==> config.mk <==
export PLATFORM = sky130hd
export DESIGN_NAME = modular_exponentiation
export DESIGN_NICKNAME = d
export VERILOG_FILES = /design/src/hdl/mexp_pkg.sv /design/src/hdl/mexp_modmul.sv /design/src/hdl/modular_exponentiation.sv
export VERILOG_INCLUDE_DIRS = /design/src /design/src/hdl
export SDC_FILE = /design/constraint.sdc
export NUM_CORES = 1
export LEC_CHECK = 0
export BUFFER_PORTS_ARGS = -buffer_cell sky130_fd_sc_hd__buf_4
export CAP_MARGIN = 20
export CORE_MARGIN = 2
export CORE_UTILIZATION = 60
export CTS_CLUSTER_SIZE = 8
export DETAILED_ROUTE_END_ITERATION = 8
export PLACE_DENSITY = 0.8
export SLEW_MARGIN = 15
export SYNTH_ARGS = -nofsm -noshare
export SYNTH_HDL_FRONTEND = slang
export SYNTH_HIERARCHICAL = 1
export SYNTH_SLANG_ARGS = --single-unit
==> constraint.sdc <==
create_clock -name clock -period 19.4 [get_ports clock]
set_input_delay 1.94 -clock clock [delete_from_list [all_inputs] [get_ports clock]]
set_output_delay 1.94 -clock clock [all_outputs]
set_load 0.005 [all_outputs]
==> src/hdl/assert_macros.svh <==
// ----------------------------------------------------------------------------
// Assertion macros
// Shared concurrent assertion forms for the exponentiation block.
// ----------------------------------------------------------------------------
`ifndef ASSERT_MACROS_SVH
`define ASSERT_MACROS_SVH

// The condition must never hold at a clock edge outside reset.
`define ASSERT_NEVER(label, clk, rst, cond) \
   label: assert property (@(posedge clk) disable iff (rst) !(cond)) \
      else $error("assertion failed: forbidden condition observed");

// The antecedent must be accompanied by the consequent in the same cycle.
`define ASSERT_IMPLIES(label, clk, rst, ante, cons) \
   label: assert property (@(posedge clk) disable iff (rst) (ante) |-> (cons)) \
      else $error("assertion failed: implication violated");

`endif

==> src/hdl/mexp_pkg.sv <==
// ----------------------------------------------------------------------------
// Modular exponentiation package
// Widths, defaults and shared types for the exponentiation block.
// ----------------------------------------------------------------------------
package mexp_pkg;

   localparam int OPERAND_WIDTH_DEF = 32;
   localparam int BASE_W            = 32;
   localparam int EXP_W             = 64;
   localparam int RESULT_W          = 32;
   localparam int MODULUS_W         = 32;
   localparam int REQ_TDATA_W       = BASE_W + EXP_W;
   localparam int RSP_TDATA_W       = RESULT_W;

   typedef struct packed {
      logic busy;
      logic done;
   } mexp_status_type;

endpackage

==> src/hdl/mexp_modmul.sv <==
// ----------------------------------------------------------------------------
// Interleaved modular multiplier
// Computes x * y mod m one bit of x per cycle, most significant bit first.
// ----------------------------------------------------------------------------
module mexp_modmul #(
   parameter int OPERAND_WIDTH = mexp_pkg::OPERAND_WIDTH_DEF
) (
   input  logic                       clock,
   input  logic                       reset,
   input  logic                       start,
   input  logic [OPERAND_WIDTH-1:0]   op_x,
   input  logic [OPERAND_WIDTH-1:0]   op_y,
   input  logic [OPERAND_WIDTH:0]     modulus,
   output mexp_pkg::mexp_status_type  status,
   output logic [OPERAND_WIDTH-1:0]   product
);

   localparam int W     = OPERAND_WIDTH;
   localparam int CNT_W = (W > 1) ? $clog2(W) : 1;

   logic [W-1:0]     x_ff, x_in;
   logic [W-1:0]     y_ff, y_in;
   logic [W:0]       m_ff, m_in;
   logic [W-1:0]     r_ff, r_in;
   logic [CNT_W-1:0] cnt_ff, cnt_in;
   logic             busy_ff, busy_in;
   logic             done_ff, done_in;

   logic [W:0]       dbl;
   logic [W:0]       dbl_red;
   logic [W+1:0]     sum;
   logic [W+1:0]     diff;
   logic [W-1:0]     step;

   always_comb begin
      dbl     = {r_ff, 1'b0};
      dbl_red = (dbl >= m_ff) ? (dbl - m_ff) : dbl;
      sum     = {1'b0, dbl_red} + {2'b00, y_ff};
      diff    = sum - {1'b0, m_ff};
      if (x_ff[W-1]) begin
         step = (sum >= {1'b0, m_ff}) ? diff[W-1:0] : sum[W-1:0];
      end else begin
         step = dbl_red[W-1:0];
      end
   end

   always_comb begin
      x_in    = x_ff;
      y_in    = y_ff;
      m_in    = m_ff;
      r_in    = r_ff;
      cnt_in  = cnt_ff;
      busy_in = busy_ff;
      done_in = 1'b0;
      if (start) begin
         x_in    = op_x;
         y_in    = op_y;
         m_in    = modulus;
         r_in    = '0;
         cnt_in  = '0;
         busy_in = 1'b1;
      end else if (busy_ff) begin
         x_in   = {x_ff[W-2:0], 1'b0};
         r_in   = step;
         cnt_in = cnt_ff + 1'b1;
         if (cnt_ff == CNT_W'(W - 1)) begin
            busy_in = 1'b0;
            done_in = 1'b1;
         end
      end
   end

   always_ff @(posedge clock) begin
      if (reset) begin
         busy_ff <= 1'b0;
         done_ff <= 1'b0;
      end else begin
         busy_ff <= busy_in;
         done_ff <= done_in;
      end
      x_ff   <= x_in;
      y_ff   <= y_in;
      m_ff   <= m_in;
      r_ff   <= r_in;
      cnt_ff <= cnt_in;
   end

   assign status.busy = busy_ff;
   assign status.done = done_ff;
   assign product     = r_ff;

endmodule

==> src/hdl/modular_exponentiation.sv <==
// ----------------------------------------------------------------------------
// Modular exponentiation
// Raises a base to a 64-bit exponent modulo a programmed modulus using
// right-to-left square-and-multiply on one shared modular multiplier.
// ----------------------------------------------------------------------------
// The csr port writes the modulus; write it only while the block is idle.
// A request transfer carries the base and the exponent. One response
// transfer follows with the base to the exponent modulo the modulus, or 1
// when the exponent is zero. A modulus of zero acts as two to the power
// OPERAND_WIDTH.
// Each modular product runs in the shared multiplier, started from the
// request transfer or from the previous product.
// An item needs one product to reduce the base, one per set exponent bit and
// one square per exponent bit below the highest set one, and the response is
// registered from the done state after the last product: with W = 32 at most
// 128 products. A zero exponent goes from idle straight to the done state.
// The block takes one item at a time; req_tready is high only while idle.
// A finished result waits in the output register while the receiver stalls,
// and a new request may be taken as soon as the result is stored there.
// Reset sets the modulus to 1 and drops all valid flags.
// ----------------------------------------------------------------------------
`include "assert_macros.svh"

module modular_exponentiation #(
   parameter int OPERAND_WIDTH = mexp_pkg::OPERAND_WIDTH_DEF
) (
   input  logic                             clock,
   input  logic                             reset,
   input  logic                             req_tvalid,
   output logic                             req_tready,
   input  logic [mexp_pkg::REQ_TDATA_W-1:0] req_tdata,  // base_value, exponent
   output logic                             rsp_tvalid,
   input  logic                             rsp_tready,
   output logic [mexp_pkg::RSP_TDATA_W-1:0] rsp_tdata,  // power_result
   input  logic                             csr_wr_en,
   input  logic [mexp_pkg::MODULUS_W-1:0]   csr_wr_data
);

   localparam int W     = OPERAND_WIDTH;
   localparam int EXP_W = mexp_pkg::EXP_W;

   typedef enum logic [2:0] {
      ST_IDLE,
      ST_REDUCE,
      ST_MUL,
      ST_SQR,
      ST_DONE
   } state_type;

   state_type                       state_ff, state_in;
   logic [mexp_pkg::MODULUS_W-1:0]  modulus_ff, modulus_in;
   logic [W-1:0]                    power_ff, power_in;
   logic [W-1:0]                    acc_ff, acc_in;
   logic [EXP_W-1:0]                exp_ff, exp_in;
   logic                            start_ff, start_in;
   logic [W-1:0]                    op_x_ff, op_x_in;
   logic [W-1:0]                    op_y_ff, op_y_in;
   logic                            rsp_valid_ff, rsp_valid_in;
   logic [mexp_pkg::RESULT_W-1:0]   rsp_data_ff, rsp_data_in;

   logic [W-1:0]                    mod_low;
   logic [W:0]                      mod_eff;
   logic [W-1:0]                    one_mod;
   logic [W-1:0]                    base_low;
   logic [EXP_W-1:0]                exp_next;
   logic                            req_fire;
   logic                            mul_wait;
   logic [W-1:0]                    product;
   mexp_pkg::mexp_status_type       mul_status;

   assign mod_low  = modulus_ff[W-1:0];
   assign mod_eff  = (mod_low == '0) ? {1'b1, {W{1'b0}}} : {1'b0, mod_low};
   assign one_mod  = (mod_eff == (W+1)'(1)) ? '0 : W'(1);
   assign base_low = req_tdata[W-1:0];
   assign exp_next = exp_ff >> 1;
   assign req_fire = req_tvalid && req_tready;
   assign mul_wait = (state_ff == ST_REDUCE) || (state_ff == ST_MUL) || (state_ff == ST_SQR);

   mexp_modmul #(
      .OPERAND_WIDTH(OPERAND_WIDTH)
   ) u_modmul (
      .clock   (clock),
      .reset   (reset),
      .start   (start_ff),
      .op_x    (op_x_ff),
      .op_y    (op_y_ff),
      .modulus (mod_eff),
      .status  (mul_status),
      .product (product)
   );

   always_comb begin
      state_in     = state_ff;
      modulus_in   = csr_wr_en ? csr_wr_data : modulus_ff;
      power_in     = power_ff;
      acc_in       = acc_ff;
      exp_in       = exp_ff;
      start_in     = 1'b0;
      op_x_in      = op_x_ff;
      op_y_in      = op_y_ff;
      rsp_valid_in = rsp_valid_ff && !rsp_tready;
      rsp_data_in  = rsp_data_ff;
      unique case (state_ff)
         ST_IDLE: begin
            if (req_fire) begin
               exp_in = req_tdata[mexp_pkg::BASE_W +: EXP_W];
               if (req_tdata[mexp_pkg::BASE_W +: EXP_W] == '0) begin
                  acc_in   = W'(1);
                  state_in = ST_DONE;
               end else begin
                  start_in = 1'b1;
                  op_x_in  = base_low;
                  op_y_in  = one_mod;
                  state_in = ST_REDUCE;
               end
            end
         end
         ST_REDUCE: begin
            if (mul_status.done) begin
               power_in = product;
               acc_in   = one_mod;
               start_in = 1'b1;
               if (exp_ff[0]) begin
                  op_x_in  = one_mod;
                  op_y_in  = product;
                  state_in = ST_MUL;
               end else begin
                  op_x_in  = product;
                  op_y_in  = product;
                  state_in = ST_SQR;
               end
            end
         end
         ST_MUL: begin
            if (mul_status.done) begin
               acc_in = product;
               if (exp_next == '0) begin
                  state_in = ST_DONE;
               end else begin
                  start_in = 1'b1;
                  op_x_in  = power_ff;
                  op_y_in  = power_ff;
                  state_in = ST_SQR;
               end
            end
         end
         ST_SQR: begin
            if (mul_status.done) begin
               power_in = product;
               exp_in   = exp_next;
               start_in = 1'b1;
               if (exp_next[0]) begin
                  op_x_in  = acc_ff;
                  op_y_in  = product;
                  state_in = ST_MUL;
               end else begin
                  op_x_in  = product;
                  op_y_in  = product;
                  state_in = ST_SQR;
               end
            end
         end
         ST_DONE: begin
            if (!rsp_valid_ff || rsp_tready) begin
               rsp_valid_in = 1'b1;
               rsp_data_in  = mexp_pkg::RESULT_W'(acc_ff);
               state_in     = ST_IDLE;
            end
         end
         default: begin
            state_in = ST_IDLE;
         end
      endcase
   end

   always_ff @(posedge clock) begin
      if (reset) begin
         state_ff     <= ST_IDLE;
         modulus_ff   <= mexp_pkg::MODULUS_W'(1);
         start_ff     <= 1'b0;
         rsp_valid_ff <= 1'b0;
      end else begin
         state_ff     <= state_in;
         modulus_ff   <= modulus_in;
         start_ff     <= start_in;
         rsp_valid_ff <= rsp_valid_in;
      end
      power_ff    <= power_in;
      acc_ff      <= acc_in;
      exp_ff      <= exp_in;
      op_x_ff     <= op_x_in;
      op_y_ff     <= op_y_in;
      rsp_data_ff <= rsp_data_in;
   end

   assign req_tready = (state_ff == ST_IDLE);
   assign rsp_tvalid = rsp_valid_ff;
   assign rsp_tdata  = rsp_data_ff;

   // The multiplier never runs while a new request can be taken.
   `ASSERT_NEVER(a_ready_while_busy, clock, reset, req_tready && (mul_status.busy || start_ff))
   // A finished product only arrives while the sequencer waits for one.
   `ASSERT_IMPLIES(a_done_in_wait, clock, reset, mul_status.done, mul_wait)
   // Multiply and square steps only run on a nonzero remaining exponent.
   `ASSERT_NEVER(a_exp_nonzero, clock, reset, (state_ff == ST_MUL || state_ff == ST_SQR) && exp_ff == '0)

endmodule

==> results.md <==
| Item | Reported |
| --- | --- |
| Number of endpoints with negative hold slack in the final report | 0 |
| Number of I/O pins | 167 |
| Data arrival time at the worst-slack endpoint | 9760 ps |
| Busiest metal layer after global routing | met2 |
| GRT Resource Usage Total | 0.327 |
| Number of pins with negative max-slew slack in the final report | 0 |
| Worst Setup Slack, final | 10,090 ps |
| Hold buffer count at cts | 0 |
| Antenna violations before repair | 0 |
| Routability congestion estimate | 0.976 |
| Largest net degree at the start of global routing | 66 |
| Max cap viols | 0 |
| IO buf count | 166 |
| Die boundary height | 194 um |
| Post-cts resize count | 0 |
| Final sum of negative setup slack | 0 ps |
| Number of vias after detailed routing | 16.8k |
| Number of nets in the layout | 2,331 |
| Worst setup slack before clock tree synthesis | 10,490 ps |
| Post-Synthesis Mean Instance Area | 11.0 sq um |
| DRT antenna net count | 0 |
| Antenna diodes | 0 |
| Largest incremental delay on the critical path | 890 ps |
| Master cell of the clock root buffer | clkbuf_16 |
| Number of remaining DRC errors | 0 |
| Clock-pin slew of the registers on the worst-case setup and hold paths | 60 ps |
| Clock buffer depth | 3 |
| Leftover overflow at the end of global routing | 0 |
| Syn Nets | 2,203 |
| Number of global-route vias before repair | 16.5k |
| Setup clock skew after layout | 31.9 ps |
| Maximum level of the CTS H-tree | 2 |
| Die X | 194 um |
| DR vias/cell | 6.45 |
| Count of placed standard cells in the final layout, fillers left out | 2,600 |
| Required time of the worst setup path | 19,850 ps |
| Total clock sinks | 397 |
| Met2 Use GR | 0.558 |
| Number of clock buffers inserted by TritonCTS | 56 |
| Critical path's most frequent cell | a21oi_1 |
| Area growth from synthesis to final layout | 14.6% |
| Minimum clock period after layout | 9310 ps |
| Outcome | finished clean |
| Final HPWL from detailed placement | 44.6 mm |
| RSZ-0062 raised after global routing | no |
| Standard-cell row count | 69 |
| Highest fanout seen on the critical path | 47 |
| 1st-iter DRT viols | 1,609 |
| Wire length of the first global-routing pass | 94.7 mm |
| Sort of element at the end of the critical path | flop |
| Global routing usage on met3 | 0.0562 |
| Initial Util | 0.608 |
| Mapped Cells | 1,967 |
| FMAX | 107 MHz |
| Min-Delay Path Class | flop to flop |
| WL final | 62.6 mm |
| Clock insertion delay at the later pin of the skew report | 630 ps |
| Yosys warning total | 6 |
| GR met1 Demand/Resource | 0.403 |
| Setup-violating endpoint count in the final report | 0 |
| Share of layout cells above drive strength 1 | 0.172 |
| Std-Cell Core Area | 35,600 sq um |
| CTS tree | yes |
| Kind of critical path | flop to flop |
| Netlist Area Pre-Place | 21,600 sq um |
| WL/cell | 24.1 um |
| First-pass iteration count of the detailed router | 6 |
| Buffer count from post-CTS setup fixing | 0 |
| Placed cells | 2,498 |
| Startpoint class of the critical path | flop |
| Cell with the biggest individual delay on the critical path | a2111oi_1 |
| Final worst path period share | 0.480 |
| Worst-Margin Slew | 1050 ps |
| Worst relative slew slack | 0.298 |
| Total Die Area | 37,600 sq um |
-- cell type report --
cell class	count	area [sq um]
Sequential cell	397	11200
Fill cell	2580	10800
Multi-Input combinational cell	1372	9700
Clock buffer	97	1570
Timing Repair Buffer	184	1380
Tap cell	461	577
Inverter	84	315
Clock inverter	5	81.3
-- registers in the layout, indices dropped and copies added (netlist names), 3 cells and up --
register and cells:
op_x_ff 32, acc_ff 32, power_ff 32, u_modmul/product 32, op_y_ff 32, u_modmul/y_ff 32
u_modmul/cnt_ff 5, u_modmul/m_ff 33, rsp_tdata 32, u_modmul/x_ff 32, mod_low 32, exp_ff 64
state_ff 3
-- final timing paths --
| path | endpoint | cells past startpoint | slack [ps] | startpoint |
|---|---|---|---|---|
| max | u_modmul/product[16]$_SDFFE_PP0P_ | 27 | 10090 | u_modmul/product[19]$_SDFFE_PP0P_ |
| min | u_modmul/y_ff[15]$_DFFE_PP_ | 0 | 400 | op_y_ff[15]$_DFFE_PP_ |
| max reg2reg | u_modmul/product[16]$_SDFFE_PP0P_ | 27 | 10090 | u_modmul/product[19]$_SDFFE_PP0P_ |
| min reg2reg | u_modmul/y_ff[15]$_DFFE_PP_ | 0 | 400 | op_y_ff[15]$_DFFE_PP_ |
-- cells in the final DEF, fill, tap and decap left out, types with 15 or more instances in the layout --
cell type  instances
mux2i_1           47
mux2_2            83
nand2_1          158
and2_1            42
o21bai_1          15
inv_1             84
nor2_1           150
dfxtp_1           75
o21ai_1           23
nand2b_1          19
xor2_1            34
nand3_1           19
a21o_1            37
buf_4            184
a21oi_1          111
clkbuf_16         56
ha_1             100
nand4_1           28
edfxtp_1         321
xnor2_1           48
a31oi_1           45
o21ai_0           93
clkbuf_1          40
nor4_1            41
a211oi_1          21
a22o_1            32
-- layer usage --
metal,vias to the layer above,wire (um)
li1,7649,-
met1,8183,24300
met2,767,30800
met3,172,4370
met4,0,3090
met5,-,0
-- critical path, delay by kind of cell (launching register included) --
kind            cells  cell delay [ps]
compound gates     16             5370
simple gates        7             1960
xor+xnor            1              200
fa+ha+maj           3             1100
flops               1              470
-- per-stage QoR --
stage | cell area (sq um) | hold slack (ps) | util
floorplan | 21600 | 400 | -
global placement | 23100 | 401 | 0.651
detailed placement | 23100 | 405 | 0.651
CTS | 24800 | 398 | 0.697
global route | 24800 | 431 | 0.697
finish | 24800 | 397 | 0.697
Power is left out: the tool's default activity adds up to more than one toggle a clock period on the data nets, which glitch-free logic cannot reach.
